--- src/hdl/modular_power_quotient_macros.svh ---
// Assertion macros shared by the modular power quotient RTL.
// Depends on nothing; included by the files that carry assertions.
`ifndef MODULAR_POWER_QUOTIENT_MACROS_SVH
`define MODULAR_POWER_QUOTIENT_MACROS_SVH

// Same-cycle implication, disabled while reset is active.
`define MPQ_ASSERT_IMP(lbl, clk, rst_n, ante, cons) \
    lbl: assert property (@(posedge clk) disable iff (!rst_n) (ante) |-> (cons)) \
        else $error("implication check failed");

// Next-cycle implication, disabled while reset is active.
`define MPQ_ASSERT_NXT(lbl, clk, rst_n, ante, cons) \
    lbl: assert property (@(posedge clk) disable iff (!rst_n) (ante) |=> (cons)) \
        else $error("next-cycle check failed");

`endif

--- src/hdl/mpq_pkg.sv ---
// Package of the modular power quotient: status codes, sequencer states
// and the status struct of the shared modular multiplier. No dependencies.
package mpq_pkg;

    localparam int unsigned RES_W = 31;

    localparam logic [1:0] STATUS_OK       = 2'd0;
    localparam logic [1:0] STATUS_EXP_ZERO = 2'd1;
    localparam logic [1:0] STATUS_DIV_ZERO = 2'd2;

    typedef enum logic [3:0] {
        ST_IDLE,
        ST_RED_X,
        ST_RED_Y,
        ST_CHECK,
        ST_INV_SQ,
        ST_INV_MUL,
        ST_FIND,
        ST_SQ,
        ST_SQ_INV,
        ST_MX,
        ST_MX_INV,
        ST_DONE
    } mpq_state_t;

    typedef struct packed {
        logic busy;
        logic done;
    } mm_stat_t;

endpackage

--- src/hdl/mpq_mulmod.sv ---
// Bit-serial modular multiplier: product = a * b mod p, one bit of b per cycle.
// Depends on mpq_pkg and modular_power_quotient_macros.svh.
`include "modular_power_quotient_macros.svh"

module mpq_mulmod (
    input  logic                       clk,
    input  logic                       rst_n,
    input  logic                       start,
    input  logic [mpq_pkg::RES_W-1:0]  operand_a,
    input  logic [mpq_pkg::RES_W-1:0]  operand_b,
    input  logic [mpq_pkg::RES_W-1:0]  modulus,
    output logic [mpq_pkg::RES_W-1:0]  product,
    output mpq_pkg::mm_stat_t          stat
);
    import mpq_pkg::*;

    logic [RES_W-1:0] a_reg;
    logic [RES_W-1:0] b_reg;
    logic [RES_W-1:0] r_reg;
    logic [RES_W-1:0] r_next;
    logic [4:0]       cnt_reg;
    logic             busy_reg;
    logic             done_reg;

    logic [RES_W:0] pm;
    logic [RES_W:0] dbl;
    logic [RES_W:0] dbl_red;
    logic [RES_W:0] sum;
    logic [RES_W:0] sum_red;

    // Operand a is below p, so r stays below p after each doubling and add.
    always_comb
    begin
        pm      = {1'b0, modulus};
        dbl     = {r_reg, 1'b0};
        dbl_red = (dbl >= pm) ? (dbl - pm) : dbl;
        sum     = dbl_red + (b_reg[cnt_reg] ? {1'b0, a_reg} : '0);
        sum_red = (sum >= pm) ? (sum - pm) : sum;
        r_next  = sum_red[RES_W-1:0];
    end

    always_ff @(posedge clk or negedge rst_n)
    begin
        if (!rst_n)
        begin
            busy_reg <= 1'b0;
            done_reg <= 1'b0;
            cnt_reg  <= '0;
        end
        else
        begin
            done_reg <= 1'b0;
            if (start && !busy_reg && !done_reg)
            begin
                busy_reg <= 1'b1;
                cnt_reg  <= 5'(RES_W - 1);
            end
            else if (busy_reg)
            begin
                if (cnt_reg == '0)
                begin
                    busy_reg <= 1'b0;
                    done_reg <= 1'b1;
                end
                else
                begin
                    cnt_reg <= cnt_reg - 5'd1;
                end
            end
        end
    end

    always_ff @(posedge clk)
    begin
        if (start && !busy_reg && !done_reg)
        begin
            a_reg <= operand_a;
            b_reg <= operand_b;
            r_reg <= '0;
        end
        else if (busy_reg)
        begin
            r_reg <= r_next;
        end
    end

    assign product   = r_reg;
    assign stat.busy = busy_reg;
    assign stat.done = done_reg;

    `MPQ_ASSERT_NXT(a_done_pulse, clk, rst_n, done_reg, !done_reg)
    `MPQ_ASSERT_NXT(a_start_busy, clk, rst_n, start && !busy_reg && !done_reg, busy_reg)
    `MPQ_ASSERT_IMP(a_busy_excl, clk, rst_n, busy_reg, !done_reg)

endmodule

--- src/hdl/modular_power_quotient.sv ---
// Top level of the modular power quotient: x^n / y^(n-1) mod p.
// Depends on mpq_pkg, mpq_mulmod and modular_power_quotient_macros.svh.
//
//  Channel     Ports                                      Handshake
//  ---------   ----------------------------------------   -------------------------
//  command     base_value, divisor_value, exponent        start while busy is low
//  result      result_value, status                       done, one-cycle strobe
//  config      prime_modulus                              prime_modulus_we
//
// Every modular product goes through one bit-serial multiplier, which is
// started, steps through the 31 bits of b and then reports done. An item
// with n above one costs two reductions, up to 62 products for the Fermat
// inverse y^(p-2), a scan in ST_FIND for the leading exponent bit, and up
// to four products per remaining exponent bit. A zero exponent or a modulus
// below two goes from ST_IDLE straight to ST_DONE; n one and a zero divisor
// finish after the two reductions and ST_CHECK. Reset returns the sequencer
// to idle and the modulus to 2^31-1. The result receiver cannot stall: done
// is high for one cycle.
`include "modular_power_quotient_macros.svh"

module modular_power_quotient #(
    parameter int EXP_BITS = 16
) (
    input  logic                       clk,
    input  logic                       rst_n,
    input  logic                       start,
    output logic                       busy,
    input  logic [mpq_pkg::RES_W-1:0]  base_value,
    input  logic [mpq_pkg::RES_W-1:0]  divisor_value,
    input  logic [EXP_BITS-1:0]        exponent,
    output logic                       done,
    output logic [mpq_pkg::RES_W-1:0]  result_value,
    output logic [1:0]                 status,
    input  logic                       prime_modulus_we,
    input  logic [mpq_pkg::RES_W-1:0]  prime_modulus
);
    import mpq_pkg::*;

    localparam int IDX_W = $clog2(EXP_BITS);

    mpq_state_t state_reg, state_next;

    // Modulus; written by the user only while the block is idle, not enforced.
    logic [RES_W-1:0] p_reg;

    logic [RES_W-1:0]    base_reg,   base_next;
    logic [RES_W-1:0]    div_reg,    div_next;
    logic [EXP_BITS-1:0] exp_reg,    exp_next;
    logic [RES_W-1:0]    x_reg,      x_next;
    logic [RES_W-1:0]    y_reg,      y_next;
    logic [RES_W-1:0]    inv_reg,    inv_next;
    logic [RES_W-1:0]    c_reg,      c_next;
    logic [1:0]          status_reg, status_next;
    logic [4:0]          k_reg,      k_next;
    logic [IDX_W-1:0]    idx_reg,    idx_next;

    logic             accept;
    logic             mul_state;
    logic             mul_start;
    logic [RES_W-1:0] mul_a;
    logic [RES_W-1:0] mul_b;
    logic [RES_W-1:0] mul_p;
    logic [RES_W-1:0] mul_q;
    mm_stat_t         mul_stat;
    logic [RES_W-1:0] inv_exp;

    assign accept  = start && (state_reg == ST_IDLE);
    // Fermat exponent p-2; only used once p is known to be at least two.
    assign inv_exp = p_reg - RES_W'(2);

    mpq_mulmod u_mulmod (
        .clk       (clk),
        .rst_n     (rst_n),
        .start     (mul_start),
        .operand_a (mul_a),
        .operand_b (mul_b),
        .modulus   (mul_p),
        .product   (mul_q),
        .stat      (mul_stat)
    );

    // Next-state logic of the sequencer.
    always_comb
    begin
        state_next = state_reg;
        case (state_reg)
            ST_IDLE:
            begin
                if (start)
                begin
                    // Zero exponent and a modulus below two are settled at once.
                    if (exponent == '0 || p_reg < RES_W'(2))
                        state_next = ST_DONE;
                    else
                        state_next = ST_RED_X;
                end
            end
            ST_RED_X:   if (mul_stat.done) state_next = ST_RED_Y;
            ST_RED_Y:   if (mul_stat.done) state_next = ST_CHECK;
            ST_CHECK:
            begin
                if (exp_reg == EXP_BITS'(1) || y_reg == '0)
                    state_next = ST_DONE;
                else
                    state_next = ST_INV_SQ;
            end
            ST_INV_SQ:
            begin
                if (mul_stat.done)
                begin
                    if (inv_exp[k_reg])
                        state_next = ST_INV_MUL;
                    else if (k_reg == '0)
                        state_next = ST_FIND;
                end
            end
            ST_INV_MUL:
            begin
                if (mul_stat.done)
                    state_next = (k_reg == '0) ? ST_FIND : ST_INV_SQ;
            end
            ST_FIND:    if (exp_reg[idx_reg]) state_next = ST_SQ;
            ST_SQ:      if (mul_stat.done) state_next = ST_SQ_INV;
            ST_SQ_INV:
            begin
                if (mul_stat.done)
                begin
                    if (exp_reg[idx_reg])
                        state_next = ST_MX;
                    else if (idx_reg == '0)
                        state_next = ST_DONE;
                    else
                        state_next = ST_SQ;
                end
            end
            ST_MX:      if (mul_stat.done) state_next = ST_MX_INV;
            ST_MX_INV:
            begin
                if (mul_stat.done)
                    state_next = (idx_reg == '0) ? ST_DONE : ST_SQ;
            end
            ST_DONE:    state_next = ST_IDLE;
            default:    state_next = ST_IDLE;
        endcase
    end

    // Datapath register updates; each product lands in its target when the
    // multiplier reports done.
    always_comb
    begin
        base_next   = base_reg;
        div_next    = div_reg;
        exp_next    = exp_reg;
        x_next      = x_reg;
        y_next      = y_reg;
        inv_next    = inv_reg;
        c_next      = c_reg;
        status_next = status_reg;
        k_next      = k_reg;
        idx_next    = idx_reg;
        case (state_reg)
            ST_IDLE:
            begin
                if (start)
                begin
                    base_next   = base_value;
                    div_next    = divisor_value;
                    exp_next    = exponent;
                    c_next      = '0;
                    status_next = STATUS_OK;
                    if (exponent == '0)
                        status_next = STATUS_EXP_ZERO;
                    else if (p_reg < RES_W'(2) && exponent != EXP_BITS'(1))
                        status_next = STATUS_DIV_ZERO;
                end
            end
            ST_RED_X:   if (mul_stat.done) x_next = mul_q;
            ST_RED_Y:   if (mul_stat.done) y_next = mul_q;
            ST_CHECK:
            begin
                inv_next = RES_W'(1);
                k_next   = 5'(RES_W - 1);
                idx_next = IDX_W'(EXP_BITS - 1);
                if (exp_reg == EXP_BITS'(1))
                    c_next = x_reg;
                else if (y_reg == '0)
                    status_next = STATUS_DIV_ZERO;
            end
            ST_INV_SQ:
            begin
                if (mul_stat.done)
                begin
                    inv_next = mul_q;
                    if (!inv_exp[k_reg] && k_reg != '0)
                        k_next = k_reg - 5'd1;
                end
            end
            ST_INV_MUL:
            begin
                if (mul_stat.done)
                begin
                    inv_next = mul_q;
                    if (k_reg != '0)
                        k_next = k_reg - 5'd1;
                end
            end
            ST_FIND:
            begin
                // The leading bit is at one or above, since n is at least two.
                if (exp_reg[idx_reg])
                    c_next = x_reg;
                if (idx_reg != '0)
                    idx_next = idx_reg - IDX_W'(1);
            end
            ST_SQ:      if (mul_stat.done) c_next = mul_q;
            ST_SQ_INV:
            begin
                if (mul_stat.done)
                begin
                    c_next = mul_q;
                    if (!exp_reg[idx_reg] && idx_reg != '0)
                        idx_next = idx_reg - IDX_W'(1);
                end
            end
            ST_MX:      if (mul_stat.done) c_next = mul_q;
            ST_MX_INV:
            begin
                if (mul_stat.done)
                begin
                    c_next = mul_q;
                    if (idx_reg != '0)
                        idx_next = idx_reg - IDX_W'(1);
                end
            end
            default:
            begin
            end
        endcase
    end

    // Multiplier operands and the handshake outputs.
    always_comb
    begin
        mul_state = 1'b1;
        mul_a     = c_reg;
        mul_b     = c_reg;
        case (state_reg)
            ST_RED_X:
            begin
                mul_a = RES_W'(1);
                mul_b = base_reg;
            end
            ST_RED_Y:
            begin
                mul_a = RES_W'(1);
                mul_b = div_reg;
            end
            ST_INV_SQ:
            begin
                mul_a = inv_reg;
                mul_b = inv_reg;
            end
            ST_INV_MUL:
            begin
                mul_a = inv_reg;
                mul_b = y_reg;
            end
            ST_SQ:
            begin
                mul_a = c_reg;
                mul_b = c_reg;
            end
            ST_SQ_INV, ST_MX_INV:
            begin
                mul_a = c_reg;
                mul_b = inv_reg;
            end
            ST_MX:
            begin
                mul_a = c_reg;
                mul_b = x_reg;
            end
            default:
            begin
                mul_state = 1'b0;
            end
        endcase
        mul_p        = p_reg;
        mul_start    = mul_state && !mul_stat.busy && !mul_stat.done;
        busy         = (state_reg != ST_IDLE);
        done         = (state_reg == ST_DONE);
        result_value = c_reg;
        status       = status_reg;
    end

    always_ff @(posedge clk or negedge rst_n)
    begin
        if (!rst_n)
        begin
            state_reg <= ST_IDLE;
            p_reg     <= {RES_W{1'b1}};
        end
        else
        begin
            state_reg <= state_next;
            if (prime_modulus_we)
                p_reg <= prime_modulus;
        end
    end

    always_ff @(posedge clk)
    begin
        base_reg   <= base_next;
        div_reg    <= div_next;
        exp_reg    <= exp_next;
        x_reg      <= x_next;
        y_reg      <= y_next;
        inv_reg    <= inv_next;
        c_reg      <= c_next;
        status_reg <= status_next;
        k_reg      <= k_next;
        idx_reg    <= idx_next;
    end

    `MPQ_ASSERT_NXT(a_done_to_idle, clk, rst_n, state_reg == ST_DONE, !busy)
    `MPQ_ASSERT_NXT(a_exp_zero_fast, clk, rst_n, accept && exponent == '0, done)
    `MPQ_ASSERT_IMP(a_mul_owned, clk, rst_n, mul_stat.done, mul_state)

endmodule

--- config.mk ---
export PLATFORM = sky130hd
export DESIGN_NAME = modular_power_quotient
export DESIGN_NICKNAME = d
export VERILOG_FILES = /design/src/hdl/mpq_pkg.sv /design/src/hdl/mpq_mulmod.sv /design/src/hdl/modular_power_quotient.sv
export VERILOG_INCLUDE_DIRS = /design/src /design/src/hdl
export SDC_FILE = /design/constraint.sdc
export NUM_CORES = 1
export LEC_CHECK = 0
export BUFFER_PORTS_ARGS = -buffer_cell sky130_fd_sc_hd__buf_4
export CORE_MARGIN = 1
export CORE_UTILIZATION = 48
export CTS_CLUSTER_SIZE = 8
export DETAILED_ROUTE_END_ITERATION = 8
export GPL_ROUTABILITY_DRIVEN = 0
export PLACE_DENSITY = 0.67
export SLEW_MARGIN = 20
export SYNTH_ARGS = -nofsm -noshare
export SYNTH_HDL_FRONTEND = slang
export SYNTH_HIERARCHICAL = 1
export SYNTH_SLANG_ARGS = --single-unit
--- constraint.sdc ---
create_clock -name clk -period 8.7 [get_ports clk]
set_input_delay 0.435 -clock clk [delete_from_list [all_inputs] [get_ports clk]]
set_output_delay 0.435 -clock clk [all_outputs]
set_load 0.02 [all_outputs]
* Word-level counts from Yosys, hierarchy flattened *
Cells that the tools add are included.

operators by class
  add/subtract/negate cells = 7
  magnitude comparators = 6
  eq/ne operators = 33
  muxes and demuxes = 61
  reductions and logical operators = 43

operator list
  cell                                                                            number
  31-bit two-way mux                                                              6
  31-bit one-hot mux with 5 select lines                                          1
  31-bit one-hot mux with 2 select lines                                          2
  31-bit one-hot mux with 4 select lines                                          1
  4-bit two-way mux                                                               20
  32-bit by 31-bit >= comparator with 1-bit output                                2
  4-bit one-hot mux with 11 select lines                                          1
  5-bit two-way mux                                                               7
  32-bit by 31-bit adder with 32-bit output                                       1
  32-bit two-way mux                                                              1
  32-bit by 31-bit subtractor with 32-bit output                                  1
  31-bit logical NOT                                                              1
  31-bit by 2-bit less-than comparator with 1-bit output (second input constant)  1
  31-bit by 2-bit subtractor with 31-bit output (second input constant)           1
  31-bit subtractor                                                               1
  2-bit by 1-bit != test with 1-bit output (second input constant)                11
  16-bit by 1-bit equality test with 1-bit output (second input constant)         1
  4-bit by 3-bit equality test with 1-bit output (second input constant)          4
  4-bit equality test (second input constant)                                     4
  16-bit logical NOT                                                              1
  16-bit by 1-bit != test with 1-bit output (second input constant)               1
  2-bit != test (second input constant)                                           8
  4-bit one-hot mux with 4 select lines                                           1
  4-bit nonzero test                                                              4
  29 further kinds                                                                68

word-level totals
  flip-flop bits (word level) = 348
  bits of input ports = 113
  output and inout port bits = 35
  word-level logic and storage cells = 168

* Longest topological paths before layout *
  depth after elaboration = 9
  mapped depth = 35
  gate-level depth less buffers = 32

* By module *
The synthesis kept the hierarchy.

modules (own cells, without submodules)
  module                  times used  cells each  area each (um2)  seq. area each (um2)
  modular_power_quotient  1           887         11437.2          7310.8
  mpq_mulmod              1           1072        9369.0           2657.5

* Worst setup path before layout *
Ideal clock, no wire load.

  path kind = register to register
  start point = register p_reg[1], in the netlist mul_p[1]
  end point = register u_mulmod.r_reg[7], in the netlist u_mulmod/product[7]
  library setup time = 117 ps
  arrival = 7290 ps
  slack = 1293 ps
  cell stages (with the launch flop) = 34
  path buffers = 4
  clock period less this slack = 7407 ps
  cell sequence = dfstp_2 inv_1 fa_1 a211oi_1 o21ai_0 or3b_4 nand2_2 o311a_4 o21ai_4 clkbuf_1 buf_1 nand2_1 o21ai_0 ha_1 clkbuf_1 a21oi_1 o21ai_1 a221o_1 a21o_1 o21ai_0 nor2b_1 xnor2_1 ha_1 a21o_1 a21o_1 a221oi_1 nor2_1 a211oi_1 o31ai_1 o211ai_1 a21oi_1 clkbuf_1 or3_1 a32o_1

on the way
  longest elaborated chain between the ends = 5
  elaborated cells on any way between the ends = 7

RTL lines
  element                                                                                                             line                           text
  start: declaration                                                                                                  modular_power_quotient.sv:44   logic [RES_W-1:0] p_reg;
  start signal: assignment                                                                                            modular_power_quotient.sv:301  p_reg <= {RES_W{1'b1}};
  start signal: assignment                                                                                            modular_power_quotient.sv:307  p_reg <= prime_modulus;
  32-bit by 31-bit subtractor with 32-bit output or 32-bit by 31-bit >= comparator with 1-bit output (tied branches)  mpq_mulmod.sv:36               dbl_red = (dbl >= pm) ? (dbl - pm) : dbl;
  32-bit two-way mux                                                                                                  mpq_mulmod.sv:36
  32-bit by 31-bit adder with 32-bit output                                                                           mpq_mulmod.sv:37               sum = dbl_red + (b_reg[cnt_reg] ? {1'b0, a_reg} : '0);
  31-bit subtractor or 32-bit by 31-bit >= comparator with 1-bit output (tied branches)                               mpq_mulmod.sv:38               sum_red = (sum >= pm) ? (sum - pm) : sum;
  31-bit two-way mux (*)                                                                                              mpq_mulmod.sv:38
  end signal: assignment                                                                                              mpq_mulmod.sv:83               r_reg <= r_next;
  end: declaration                                                                                                    mpq_mulmod.sv:19               logic [RES_W-1:0] r_reg;

Mark *: on every way between the ends. The rest lies on a longest branch, timed or not.
A chain may end at the register's enable or synchronous reset.

* Worst setup path after layout *
  start point = register p_reg[21], in the netlist mul_p[21]
  end point = register u_mulmod.r_reg[19], in the netlist u_mulmod/product[19]

on the way
  longest elaborated chain between the ends = 5
  elaborated cells on any way between the ends = 7

RTL lines
  element                                                                                                             line
  32-bit by 31-bit subtractor with 32-bit output or 32-bit by 31-bit >= comparator with 1-bit output (tied branches)  mpq_mulmod.sv:36
  32-bit two-way mux                                                                                                  mpq_mulmod.sv:36
  32-bit by 31-bit adder with 32-bit output                                                                           mpq_mulmod.sv:37
  32-bit by 31-bit >= comparator with 1-bit output or 31-bit subtractor (tied branches)                               mpq_mulmod.sv:38
  31-bit two-way mux (*)                                                                                              mpq_mulmod.sv:38

Marks and branches as above.

==> impl_results.md <==
* TritonCTS clock tree: yes
* Clock Latency Late Sink at 0.62 ns
* Drt total wl at 64.85 mm
* Top FF cell, synth: edfxtp_1
* Setup crit start kind: flip-flop
* Synth unique cells at 93
* Post-synth top cells: edfxtp_1, nand2_1, a21oi_1, ha_1, nor2_1
* Post-synthesis register bit count at 348
* CP Max Fanout at 11
* Max-slew violations at 0
* Footprint of the multi-input gates at 10180 µm²
* Cell count after synthesis at about 2000
* Worst-Margin Slew at roughly 1.2 ns
* Crit path capture type: flip-flop
* Global-route wire length before repair at 98.75 mm
* Num ports at 148
* Top post-synthesis cells by area: edfxtp_1, ha_1, dfstp_2, nand2_1, dfxtp_1
* Synth top area share at 39.69%
* Cell accounting for the most synthesized area: edfxtp_1
* Htree depth at 2
* Antenna violations before repair at 1
* # rows at 75
* Drt wl/cell at 23.59 µm
* Area grow syn2layout at 18.08%
* Die X at 210.2 µm
* Crit path kind: flip-flop to flip-flop
* FILL cells at about 3500
* Initial DRC count at 2245
* Fin crit share at 95.27%
* Synthesized area per cell at 10.62 µm²
* Outcome: finished, final reports clean
* Final Skew at 0.04943 ns
* Die area at 44180 µm²
* Yosys Warn Count at 6
* PortBufs at approximately 150
* Asr flop ratio synth at 12.07%
* Worst stage delay on the critical path at ~0.56 ns
* CP Buf/Inv Count at 2
* Via/cell ratio at around 6.4
* Max Cap Viol at 0
* Clock net sink count at 348
* CP required at 9.16 ns
* Max Clk Rate at ~0.12 GHz
* Vias at 17477
* Slowest CP cell: dfstp_2
* Clock period minus worst slack at approximately 8.3 ns
* Diode count at 0
* Nets at 2369
* Delay-heaviest family, CP: compound AO/OA/AOI/OAI gates
* DRT Pass-1 Iters at 6
* Total GRT Usage at 29.17%
* Post-CTS Setup Inserts at 0
* CP Depth at 30
* Mapped Nets at 2173
* Final setup fails at 0
* Vias in the first global route at 17038
* Antenna Nets Post-Route at 0
* Clock slew seen by the registers of the worst setup and hold paths at 0.05 ns
* CTS Root Cell: clkbuf_16
* Sequential cell area at about 10000 µm²
* Share of layout cells above drive strength 1 at around 17%
* Die extent in y at 210.2 µm
* Sum of negative setup slack at 0 ns
* Slew HR at 20.35%
* Grt ovf at 0
* CTS Buf Count at 50
* DRC violations left at 0
* Worst hold path type: input pin to flip-flop
* Netlist Area Pre-Place at 20810 µm²
* Worst r2r path cells at 30
* Number of flops mapped to enable cells by yosys at 275
* Final Hold Fails at 0
* Most common cell in the netlist: edfxtp_1
* Hold path cells at 1
* Clock Tree Buf Depth at 3
* HPWL after DPL at 44.67 mm
* RSZ-0062 raised after global routing: no
* Starting Density at 49.16%
* Core ar. at 42320 µm²
* Pin count of the biggest net entering global routing at 57
* Post-synthesis sequential area ratio at between 40% and 50%
* Critical path arrival at 8.75 ns
-- worst paths after layout --
| kind | start | to | slack (ns) |
|---|---|---|---|
| min | exponent[9] | exp_reg[9] | 0.02 |
| max | mul_p[21] | u_mulmod/product[19] | 0.41 |
| min reg2reg | inv_reg[29] | u_mulmod/b_reg[29] | 0.55 |
| max reg2reg | mul_p[21] | u_mulmod/product[19] | 0.41 |
| max in group asynchronous | rst_n | mul_p[21] | 7.81 |
| min in group asynchronous | rst_n | u_mulmod/cnt_reg[0] | 0.43 |
-- through the flow --
| step | hold slack (ns) | area (µm²) | utilization (%) | setup slack, ns | std cells |
|---|---|---|---|---|---|
| after floorplan | 0.1394 | 20810 | - | 1.293 | 1959 |
| after global placement | 0.4578 | 22450 | 53.04 | 0.6857 | 2613 |
| after detailed placement | 0.4563 | 22450 | 53.04 | 0.4628 | 2613 |
| after CTS | 0.0006788 | 24560 | 58.04 | 0.4520 | 2749 |
| after global routing | 0.01034 | 24570 | 58.05 | 0.07041 | 2749 |
| final | 0.02478 | 24570 | 58.05 | 0.4117 | 2749 |
-- area by class of cell --
cell class,instances,share of cell area (%)
multi-input combinational,1441,41.45
sequential,348,40.58
timing repair buffer,240,8.016
clock buffer,65,5.404
tap,577,2.939
inverter,74,1.131
clock inverter,4,0.4889
-- routing by layer --
| metal | up-vias | track usage (%) | wire length [µm] |
|---|---|---|---|
| met5 | - | 0 | 13 |
| met4 | 2 | 9.867 | 1882 |
| met3 | 137 | 4.917 | 6051 |
| met2 | 946 | 46.27 | 29310 |
| met1 | 8505 | 40.53 | 27590 |
| li1 | 7887 | - | - |
-- worst reg2reg max path, delay by kind of cell, from the launching register on --
family	cells	cell delay, ns
AOI/OAI and AO/OA	19	4.69
adders and majority gates	3	1.08
and+or+nand+nor	4	0.75
DFF	1	0.56
muxes	1	0.39
buffers and inverters	2	0.35
xor gates and xnor gates	1	0.34
-- cell families (layout without fill, tap and decap cells) --
logic type,after synthesis,after routing,synth area share [%]
xor+xnor,97,97,4.119
simple gates,641,641,15.67
buf+inv,170,383,3.398
flops,348,348,47.91
compound gates,546,546,19.05
mux,56,56,3.674
fa+ha+maj,101,101,6.182
-- placed cells by master, fill, tap and decap left out, types with 14 or more instances in the layout --
cell type and count:
a211oi_1 20, a21o_1 51, a21oi_1 101, a221o_1 14, a22o_1 61, a22oi_1 64, and3_1 40, buf_4 173
clkbuf_16 50, dfstp_2 31, dfxtp_1 31, dlygate4sd3_1 67, edfxtp_1 275, ha_1 98, inv_1 71, mux2_2 33
nand2_1 209, nand2b_1 21, nand3_1 30, nand4_1 61, nor2_1 83, nor2b_1 41, nor3_1 51, nor4_1 25
o211ai_1 15, o21a_1 14, o21ai_0 85, or3_1 15, xnor2_1 57, xor2_1 39
-- repair_timing --
item	4_1_cts	5_1_grt
gates resized for setup	0	1
hold endpoints to repair	77	0
endpoints found under the setup margin	0	9
hold buffers	67	0
Power is not shown: default switching activity piles up to over one toggle a cycle in this logic, so the estimate is an artifact.
